$ cat src/sv/wsc_pkg.sv
// Shared constants, codes and helper functions for the waypoint steering controller.
// Used by wsc_cordic and waypoint_steering_controller_top; depends on nothing else.
package wsc_pkg;

    localparam int CORDIC_STEPS_DEF = 16;
    localparam int CNT_W = 5;           // iteration counter, covers up to 24 steps
    localparam int CW = 44;             // CORDIC x and y datapath width
    localparam int ZW = 34;             // CORDIC angle accumulator width, Q30

    localparam logic signed [17:0] PI_Q13 = 18'sd25736;
    localparam logic signed [17:0] TWO_PI_Q13 = 18'sd51472;
    localparam logic signed [15:0] HALF_PI_Q13 = 16'sd12868;
    localparam logic signed [15:0] PI_Q13_16 = 16'sd25736;
    localparam logic signed [ZW-1:0] HALF_PI_Q30 = 34'sd1686629713;
    localparam logic signed [31:0] INV_GAIN_Q30 = 32'sd652032874;

    // Input command codes.
    localparam logic [2:0] CMD_POSE = 3'd0;
    localparam logic [2:0] CMD_GOAL = 3'd1;
    localparam logic [2:0] CMD_AVOID = 3'd2;
    localparam logic [2:0] CMD_SUPER = 3'd3;
    localparam logic [2:0] CMD_INTR = 3'd4;
    localparam logic [2:0] CMD_TICK = 3'd5;

    // Result kinds.
    localparam logic [1:0] KIND_STOP = 2'd0;
    localparam logic [1:0] KIND_GOING = 2'd1;
    localparam logic [1:0] KIND_ARRIVED = 2'd2;

    // Configuration register indexes.
    localparam logic [2:0] CFG_CRUISE = 3'd0;
    localparam logic [2:0] CFG_RADIUS = 3'd1;
    localparam logic [2:0] CFG_TOL = 3'd2;
    localparam logic [2:0] CFG_SPIN = 3'd3;
    localparam logic [2:0] CFG_GAIN = 3'd4;
    localparam logic [2:0] CFG_AVMIN = 3'd5;
    localparam logic [2:0] CFG_TRAV = 3'd6;

    typedef struct packed {
        logic start;
        logic rotate;
    } cord_req_t;

    function automatic logic signed [ZW-1:0] atan_q30(input logic [CNT_W-1:0] i);
        logic signed [ZW-1:0] r;
        case (i)
            5'd0: r = 34'sd843314857;
            5'd1: r = 34'sd497837829;
            5'd2: r = 34'sd263043837;
            5'd3: r = 34'sd133525159;
            5'd4: r = 34'sd67021687;
            5'd5: r = 34'sd33543516;
            5'd6: r = 34'sd16775851;
            5'd7: r = 34'sd8388437;
            5'd8: r = 34'sd4194283;
            5'd9: r = 34'sd2097149;
            5'd10: r = 34'sd1048576;
            5'd11: r = 34'sd524288;
            5'd12: r = 34'sd262144;
            5'd13: r = 34'sd131072;
            5'd14: r = 34'sd65536;
            5'd15: r = 34'sd32768;
            5'd16: r = 34'sd16384;
            5'd17: r = 34'sd8192;
            5'd18: r = 34'sd4096;
            5'd19: r = 34'sd2048;
            5'd20: r = 34'sd1024;
            5'd21: r = 34'sd512;
            5'd22: r = 34'sd256;
            5'd23: r = 34'sd128;
            default: r = '0;
        endcase
        return r;
    endfunction

    // Right shift that rounds half away from zero.
    function automatic logic signed [63:0] rnd_shift(input logic signed [63:0] v,
                                                     input logic [5:0] n);
        logic signed [63:0] half;
        logic signed [63:0] mag;
        half = 64'sd1 <<< (n - 6'd1);
        mag = -v;
        if (v >= 0)
            return (v + half) >>> n;
        else
            return -((mag + half) >>> n);
    endfunction

endpackage

$ cat src/sv/wsc_cordic.sv
// Shared iterative CORDIC: vectoring (atan2 with input normalization) or rotation.
// Depends on wsc_pkg for widths, the arctangent table and the request struct.
module wsc_cordic #(
    parameter int CORDIC_STEPS = wsc_pkg::CORDIC_STEPS_DEF
) (
    input  logic                          clk,
    input  logic                          rst_n,
    input  wsc_pkg::cord_req_t            req,
    input  logic signed [wsc_pkg::CW-1:0] x_in,
    input  logic signed [wsc_pkg::CW-1:0] y_in,
    input  logic signed [wsc_pkg::ZW-1:0] z_in,
    output logic                          done,
    output logic signed [wsc_pkg::CW-1:0] x_out,
    output logic signed [wsc_pkg::CW-1:0] y_out,
    output logic signed [wsc_pkg::ZW-1:0] z_out
);

    localparam logic [1:0] C_IDLE = 2'd0;
    localparam logic [1:0] C_NORM = 2'd1;
    localparam logic [1:0] C_ITER = 2'd2;
    localparam logic signed [wsc_pkg::CW-1:0] LIM = 44'sd549755813888;
    localparam logic [wsc_pkg::CNT_W-1:0] LAST = wsc_pkg::CNT_W'(CORDIC_STEPS);

    logic [1:0] state_reg;
    logic rotate_reg;
    logic done_reg;
    logic [wsc_pkg::CNT_W-1:0] cnt_reg;
    logic signed [wsc_pkg::CW-1:0] x_reg, y_reg;
    logic signed [wsc_pkg::ZW-1:0] z_reg;
    logic signed [wsc_pkg::CW-1:0] dx, dy;
    logic small_xy, dir_pos;

    assign dx = y_reg >>> cnt_reg;
    assign dy = x_reg >>> cnt_reg;
    assign small_xy = (x_reg < LIM) && (x_reg > -LIM) && (y_reg < LIM) && (y_reg > -LIM);
    assign dir_pos = rotate_reg ? (z_reg >= 0) : (y_reg > 0);

    always_ff @(posedge clk or negedge rst_n) begin
        if (!rst_n)
        begin
            state_reg <= C_IDLE;
            done_reg <= 1'b0;
            rotate_reg <= 1'b0;
            cnt_reg <= '0;
        end
        else
        begin
            done_reg <= 1'b0;
            case (state_reg)
                C_IDLE:
                begin
                    if (req.start)
                    begin
                        rotate_reg <= req.rotate;
                        cnt_reg <= '0;
                        if (req.rotate)
                            state_reg <= C_ITER;
                        else if (x_in == 0 && y_in == 0)
                            done_reg <= 1'b1;
                        else
                            state_reg <= C_NORM;
                    end
                end
                C_NORM:
                begin
                    if (!small_xy)
                        state_reg <= C_ITER;
                end
                C_ITER:
                begin
                    if (cnt_reg == LAST)
                    begin
                        done_reg <= 1'b1;
                        state_reg <= C_IDLE;
                    end
                    else
                        cnt_reg <= cnt_reg + 1'b1;
                end
                default: state_reg <= C_IDLE;
            endcase
        end
    end

    always_ff @(posedge clk)
    begin
        case (state_reg)
            C_IDLE:
            begin
                if (req.start)
                begin
                    x_reg <= x_in;
                    y_reg <= y_in;
                    z_reg <= req.rotate ? z_in : '0;
                end
            end
            C_NORM:
            begin
                if (small_xy)
                begin
                    x_reg <= x_reg <<< 1;
                    y_reg <= y_reg <<< 1;
                end
                else if (x_reg < 0)
                begin
                    // Pre-rotate by a quarter turn into the right half plane.
                    if (y_reg >= 0)
                    begin
                        x_reg <= y_reg;
                        y_reg <= -x_reg;
                        z_reg <= wsc_pkg::HALF_PI_Q30;
                    end
                    else
                    begin
                        x_reg <= -y_reg;
                        y_reg <= x_reg;
                        z_reg <= -wsc_pkg::HALF_PI_Q30;
                    end
                end
            end
            C_ITER:
            begin
                if (cnt_reg != LAST)
                begin
                    if (dir_pos != rotate_reg)
                    begin
                        x_reg <= x_reg + dx;
                        y_reg <= y_reg - dy;
                    end
                    else
                    begin
                        x_reg <= x_reg - dx;
                        y_reg <= y_reg + dy;
                    end
                    if (dir_pos)
                        z_reg <= z_reg + (rotate_reg ? -wsc_pkg::atan_q30(cnt_reg)
                                                     : wsc_pkg::atan_q30(cnt_reg));
                    else
                        z_reg <= z_reg + (rotate_reg ? wsc_pkg::atan_q30(cnt_reg)
                                                     : -wsc_pkg::atan_q30(cnt_reg));
                end
            end
            default: ;
        endcase
    end

    assign done = done_reg;
    assign x_out = x_reg;
    assign y_out = y_reg;
    assign z_out = z_reg;

endmodule
$ cat config.mk
export PLATFORM = sky130hd
export DESIGN_NAME = wsc_cordic
export DESIGN_NICKNAME = d
export VERILOG_FILES = /design/src/sv/wsc_pkg.sv /design/src/sv/wsc_cordic.sv
export SDC_FILE = /design/constraint.sdc
export NUM_CORES = 1
export LEC_CHECK = 0
export BUFFER_PORTS_ARGS = -buffer_cell sky130_fd_sc_hd__buf_4
export CAP_MARGIN = 10
export CELL_PAD_IN_SITES_DETAIL_PLACEMENT = 1
export CELL_PAD_IN_SITES_GLOBAL_PLACEMENT = 1
export CORE_UTILIZATION = 30
export DETAILED_ROUTE_END_ITERATION = 7
export PLACE_DENSITY = 0.54
export SYNTH_ARGS = -nofsm -noshare
export SYNTH_HDL_FRONTEND = slang
export SYNTH_MEMORY_MAX_BITS = 65536
export SYNTH_SLANG_ARGS = --single-unit
$ cat constraint.sdc
create_clock -name clk -period 15.9 [get_ports clk]
set_input_delay 3.975 -clock clk [delete_from_list [all_inputs] [get_ports clk]]
set_output_delay 3.975 -clock clk [all_outputs]
set_load 0.02 [all_outputs]
==> reports/metrics.cfg, run 1 <==
[sta]
fin_skew_ns=0.01825
fmax_mhz=114.8
tightest_slew_ns=1.306
finalSetupViolations=0
finalCriticalPeriod_ns=8.708
post-route-period-util=0.5477
slew_violations=0
max_slew_margin=0.1213
setup_tns_ns=0
rsz0062_at_grt=no
hold_viol=0

[floorplan]
io_pins=249
die_w_um=293.4
die_h_um=293.4
dieArea_um2=86060
core_region_area_um2=83820
initial_core_util=0.3038
rows=106

[critical_path]
cpMaxStageDelayCell=a2111oi_0
cp-start-kind=flip-flop
cp.buffers_inverters=3
path_common_cell=o21ai_0
crit_path_cell_trace=nor4_1, nand4_1, inv_1, nand2_1, nor4_1, a211oi_1, a21oi_4, buf_4, nand2_1, o21ai_0, inv_1, fa_1, nor2b_1, o21ai_0, a21boi_0, o2111ai_1, a2111oi_0, o211ai_1, a211oi_1, nor3_1, o31ai_1, xnor2_1, o21ai_0
slowest_delay_ns=1.12
worst_ep_arrival_time_ns=8.93
rrSetupSlack_ns=7.19
worstSetupPathType=flip-flop to flip-flop
worstPathMaxFanout=48
end_kind=flip-flop
r2r-start=y_out[7]$_DFFE_PP_
worstPathRequired_ns=16.13
reg2reg_depth=23
r2r-end=z_out[32]$_DFFE_PP_
crit_family=compound AO/OA/AOI/OAI gates

[logic_synthesis]
syn_nets=3518
ys.warnings.count=0
synthArstFlopShare=0.06870
ys_seq_elements=131
ys.flop_type=edfxtp_1
synth_cell_type_count=97
synthCells=3240
netlist_area_um2=25470
avgSynthCellArea_um2=7.860
synth-edff-count=122
yosysSeqAreaShare=0.1527

[routing]
drc=0
viasPerCell=6.357
drt_first_pass_iters=5
ant_nets=0
wirelength_um=146300
drt_iter0_markers=3123
wl_per_cell_um=32.70
vias=28449

[global_routing]
use_met1=0.4621
overflow=0
antenna_found_initial=13
met2_usage=0.4988
grt_pass1_wl_um=207700
grtUsageTotal=0.3333
top_usage_layer=met2
grt_max_degree=73
gr-usage-met3=0.06051
grt_pass1_vias=28417

[clocking]
clock_latency_ns=0.53
cts.path.max_buffers=2
cts_resized=0
root_buffer=clkbuf_16
cts_tree=done
clk_pin_slew_ns=0.06
cts_sinks=131
cts-hold-fix-buffers=0
cts_max_level=4
cts_buffers=17
post-cts-setup-buffers=0

[place]
place.gp.congestion=0.9520
post-dp-hpwl_um=112500
port_buffers=248

[min_path]
hold_path_end=rotate_reg$_DFFE_PN0P_
hold_depth=2
worstHoldStart=rotate_reg$_DFFE_PN0P_
hold_class=flip-flop to flip-flop

[layout]
fillerInstances=10108
drive_gt1_frac=0.1788
nets=3603
area_growth_pct=13.29

[job]
maxCapViolCount=0

[run_status]
status=complete, no violations

[area by class of cell]
type | instances | area, µm² | share of cell area
sequential | 131 | 3908 | 0.1354
timing repair buffer | 340 | 2552 | 0.08847
clock inverter | 14 | 162.7 | 0.005638
antenna | 3 | 7.507 | 0.0002602
tap | 1134 | 1419 | 0.04918
clock buffer | 18 | 429.2 | 0.01487
multi-input combinational | 2765 | 20110 | 0.6970
inverter | 70 | 264.0 | 0.009150
[synth_stat cells (22+ instances only)]
library cell	n	area (µm²)
nor2_1	374	1404
nand2_1	320	1201
a21oi_1	266	1331
o21ai_0	249	1246
clkbuf_1	178	668.1
xnor2_1	174	1524
ha_1	149	1864
edfxtp_1	122	3664
xor2_1	115	1007
mux4_2	100	2252
a221oi_1	75	656.9
mux2i_1	70	700.7
nor3_1	68	340.3
inv_1	66	247.7
mux2_2	58	653.1
a21o_1	53	397.9
nand3_1	42	210.2
a31oi_1	41	256.5
nor4_1	38	237.7
nor2b_1	36	225.2
o22ai_1	36	225.2
buf_2	35	175.2
nand2b_1	33	206.5
a211oi_1	31	232.7
buf_1	29	108.9
o31ai_1	27	202.7
o21a_1	25	187.7
nand4_1	23	143.9
and3_1	22	137.6
[layout by cell type (no fill, tap or decap), drive strengths merged, types with 41 or more instances in the layout]
cell type / n
mux4: 114
edfxtp: 122
nand3: 43
a21oi: 266
ha: 149
xor2: 115
a31oi: 41
inv: 70
a221oi: 77
mux2: 60
nand2: 320
xnor2: 174
buf: 340
nor3: 69
mux2i: 70
nor2: 375
a21o: 53
o21ai: 249
[worst max-delay path by stage]
| stage | startpoint | endpoint | slack [ns] | depth (start not counted) |
|---|---|---|---|---|
| 6_report | y_out[7]$_DFFE_PP_ | z_out[32]$_DFFE_PP_ | 7.19 | 23 |
| 5_1_grt | cnt_reg[1]$_DFFE_PN0P_ | z_out[33]$_DFFE_PP_ | 6.91 | 25 |
| 4_1_cts | cnt_reg[0]$_DFFE_PN0P_ | y_out[40]$_DFFE_PP_ | 7.52 | 22 |
| 3_5_place_dp | cnt_reg[0]$_DFFE_PN0P_ | y_out[40]$_DFFE_PP_ | 7.57 | 22 |
| 3_3_place_gp | cnt_reg[0]$_DFFE_PN0P_ | y_out[40]$_DFFE_PP_ | 7.72 | 22 |
| 2_1_floorplan | req[1] | x_out[0]$_DFFE_PP_ | 4.34 | 3 |
[worst reg2reg max path, delay by kind of cell (launching register included)]
| family | cells | cell delay [ns] |
|---|---|---|
| AO/OA/AOI/OAI | 11 | 3.81 |
| flip-flops | 1 | 0.39 |
| XOR/XNOR | 1 | 0.15 |
| adder cells (fa/ha/maj) | 1 | 0.44 |
| AND/OR/NAND/NOR | 7 | 2.76 |
| buffers and inverters | 3 | 0.85 |
[metrics by stage]
stage | instances | hold WS (ns) | setup slack (ns) | util | instance area (µm²)
2_1_floorplan | 3240 | 0.4910 | 4.337 | - | 25470
3_3_place_gp | 4440 | 0.5899 | 7.716 | 0.3371 | 28250
3_5_place_dp | 4440 | 0.5929 | 7.574 | 0.3371 | 28250
4_1_cts | 4472 | 0.6079 | 7.523 | 0.3441 | 28840
5_1_grt | 4472 | 0.6371 | 6.907 | 0.3441 | 28840
6_report | 4475 | 0.6009 | 7.192 | 0.3442 | 28850
[per-layer routing]
layer | wire (µm) | vias to the layer above
met5 | 42 | -
li1 | - | 12321
met3 | 11940 | 212
met1 | 64460 | 14578
met2 | 63400 | 1332
met4 | 6485 | 6
[kinds of logic (layout without fill, tap and decap cells)]
group           after synthesis  after routing  synth area share
compound gates              997            997            0.2545
buf+inv                     344            442           0.06200
other cells                   0              3                 0
simple gates               1083           1083            0.1989
flops                       131            131            0.1527
xor+xnor                    289            289           0.09939
mux                         244            244            0.1569
fa+ha+maj                   152            152           0.07556
Power of run 1 is not shown: default switching activity piles up to over one toggle a cycle in this logic, so the estimate is an artifact.
==> run 2, diff against run 1 <==
--- a/config.mk
+++ b/config.mk
@@ -5,13 +5,14 @@
 export SDC_FILE = /design/constraint.sdc
 export NUM_CORES = 1
 export LEC_CHECK = 0
+export ABC_AREA = 1
 export BUFFER_PORTS_ARGS = -buffer_cell sky130_fd_sc_hd__buf_4
 export CAP_MARGIN = 10
 export CELL_PAD_IN_SITES_DETAIL_PLACEMENT = 1
 export CELL_PAD_IN_SITES_GLOBAL_PLACEMENT = 1
 export CORE_UTILIZATION = 30
 export DETAILED_ROUTE_END_ITERATION = 7
-export PLACE_DENSITY = 0.54
+export PLACE_DENSITY = 0.58
 export SYNTH_ARGS = -nofsm -noshare
 export SYNTH_HDL_FRONTEND = slang
 export SYNTH_MEMORY_MAX_BITS = 65536
==> constraint.sdc (replaced) <==
create_clock -name clk -period 8.55 [get_ports clk]
set_input_delay 2.1375 -clock clk [delete_from_list [all_inputs] [get_ports clk]]
set_output_delay 2.1375 -clock clk [all_outputs]
set_load 0.02 [all_outputs]
==> reports/metrics.cfg, run 2 <==
[floorplan]
initial_core_util=0.3042
io_pins=249
core_region_area_um2=83950
rows=106
dieArea_um2=86290
die_h_um=293.8
die_w_um=293.8

[job]
maxCapViolCount=0

[global_routing]
grt_pass1_wl_um=213800
grtUsageTotal=0.3367
overflow=0
grt_pass1_vias=31230
grt_max_degree=85
antenna_found_initial=4

[clocking]
clock_latency_ns=0.55
cts_buffers=17
root_buffer=clkbuf_16
cts_max_level=4
cts-hold-fix-buffers=0
post-cts-setup-buffers=0
cts_resized=0
clk_pin_slew_ns=0.09
cts.path.max_buffers=2
cts_tree=done
cts_sinks=131

[sta]
max_slew_margin=0.1475
fmax_mhz=131.2
setup_tns_ns=0
fin_skew_ns=0.02429
finalSetupViolations=0
slew_violations=0
finalCriticalPeriod_ns=7.624
tightest_slew_ns=1.265
hold_viol=0
post-route-period-util=0.8917
rsz0062_at_grt=no

[min_path]
worstHoldStart=state_reg[0]$_DFFE_PN0P_
hold_depth=2
hold_class=flip-flop to flip-flop
hold_path_end=state_reg[0]$_DFFE_PN0P_

[logic_synthesis]
syn_nets=4734
netlist_area_um2=25540
synth-edff-count=122
synth_top_area_frac=0.1670
avgSynthCellArea_um2=5.731
synth_top_area_cell=nand2_1
ys.warnings.count=0
synthArstFlopShare=0.06870
ys_seq_elements=131
ys_top_cells_by_count=1136 x nand2_1, 565 x nand3_1, 454 x inv_1
synth_most_common_cell=nand2_1
yosysSeqAreaShare=0.1523
synth_cell_type_count=63
ys.flop_type=edfxtp_1
synthCells=4456
synth_area_leaders=nand2_1 17%, edfxtp_1 14%, nand3_1 11%, a21oi_1 7.8%, ha_1 7.3%

[place]
place.gp.congestion=0.9395
port_buffers=248
post-dp-hpwl_um=118800

[routing]
vias=32427
viasPerCell=5.633
wirelength_um=148200
drt_iter0_markers=2970
drt_first_pass_iters=6
ant_nets=0
drc=0
wl_per_cell_um=25.74

[layout]
fillerInstances=11385
final_common_cell=nand2_1
nets=4888
area_growth_pct=14.00
layout_common_cells=1136 x nand2_1, 565 x nand3_1, 450 x inv_1
fin_util=0.3467
drive_gt1_frac=0.1012
num_antenna_cells=0

[run_status]
status=complete, no violations

[critical_path]
r2r-end=y_out[33]$_DFFE_PP_
cp-start-kind=flip-flop
worstPathMaxFanout=84
slowest_delay_ns=0.87
cp.buffers_inverters=3
worstPathRequired_ns=8.81
reg2reg_depth=30
end_kind=flip-flop
crit_family=compound AO/OA/AOI/OAI gates
cpMaxStageDelayCell=inv_4
r2r-start=cnt_reg[1]$_DFFE_PN0P_
path_common_cell=nand2_1
worstSetupPathType=flip-flop to flip-flop
worst_ep_arrival_time_ns=7.88
rrSetupSlack_ns=0.93

==> run 2: logic make-up (layout without fill, tap and decap cells) <==
family                     Yosys count  after routing  share of synthesized area
and+or+nand+nor                   2360           2360                     0.3945
AOI/OAI and AO/OA                  964            964                     0.2102
buffers and inverters              680            847                     0.1097
xor gates and xnor gates           169            169                    0.05796
adders and majority gates          152            152                    0.07536
DFF                                131            131                     0.1523
==> run 2: through the flow <==
stage                     hold WS (ns)  instance area (µm²)  cells  worst slack, ns
final                           0.5760                29110   5757           0.9262
after global routing            0.6125                29110   5757           0.5672
after CTS                       0.5838                29110   5757            1.365
after detailed placement        0.5640                28530   5725            1.424
after global placement          0.5484                28530   5725            1.559
after floorplan                 0.5027                25540   4456            2.165
==> run 2: worst min-delay path: cells and delay by family, from the launching register on <==
family | cells | cell delay, ns
flops | 1 | 0.42
simple gates | 1 | 0.07
compound gates | 1 | 0.06
==> run 2: worst max path at each step <==
stage / from / endpoint / cells after the start
after floorplan: req[1] / x_out[0]$_DFFE_PP_ / 4
after global placement: y_out[1]$_DFFE_PP_ / x_out[43]$_DFFE_PP_ / 30
after detailed placement: cnt_reg[1]$_DFFE_PN0P_ / y_out[33]$_DFFE_PP_ / 30
after CTS: cnt_reg[1]$_DFFE_PN0P_ / y_out[33]$_DFFE_PP_ / 30
after global routing: cnt_reg[1]$_DFFE_PN0P_ / y_out[33]$_DFFE_PP_ / 31
final: cnt_reg[1]$_DFFE_PN0P_ / y_out[33]$_DFFE_PP_ / 30
==> run 2: per-layer routing <==
| metal | vias up | part of all wire | global-route usage | routed length [µm] |
|---|---|---|---|---|
| met2 | 1124 | 0.44 | 0.5246 | 65170 |
| met5 | - | 0 | 0 | 0 |
| met4 | 0 | 0.031 | 0.1072 | 4599 |
| li1 | 15340 | - | - | - |
| met3 | 157 | 0.068 | 0.05823 | 10020 |
| met1 | 15806 | 0.46 | 0.4677 | 68400 |
==> run 2: area by class of cell <==
type / instances / area, µm² / area share
clock buffer: 17 / 425.4 / 0.01461
clock inverter: 15 / 151.4 / 0.005201
inverter: 483 / 1822 / 0.06258
multi-input combinational: 3645 / 18900 / 0.6494
sequential: 131 / 3897 / 0.1339
tap: 1134 / 1419 / 0.04874
timing repair buffer: 332 / 2492 / 0.08562
Power of run 2 is left out for the same reason.
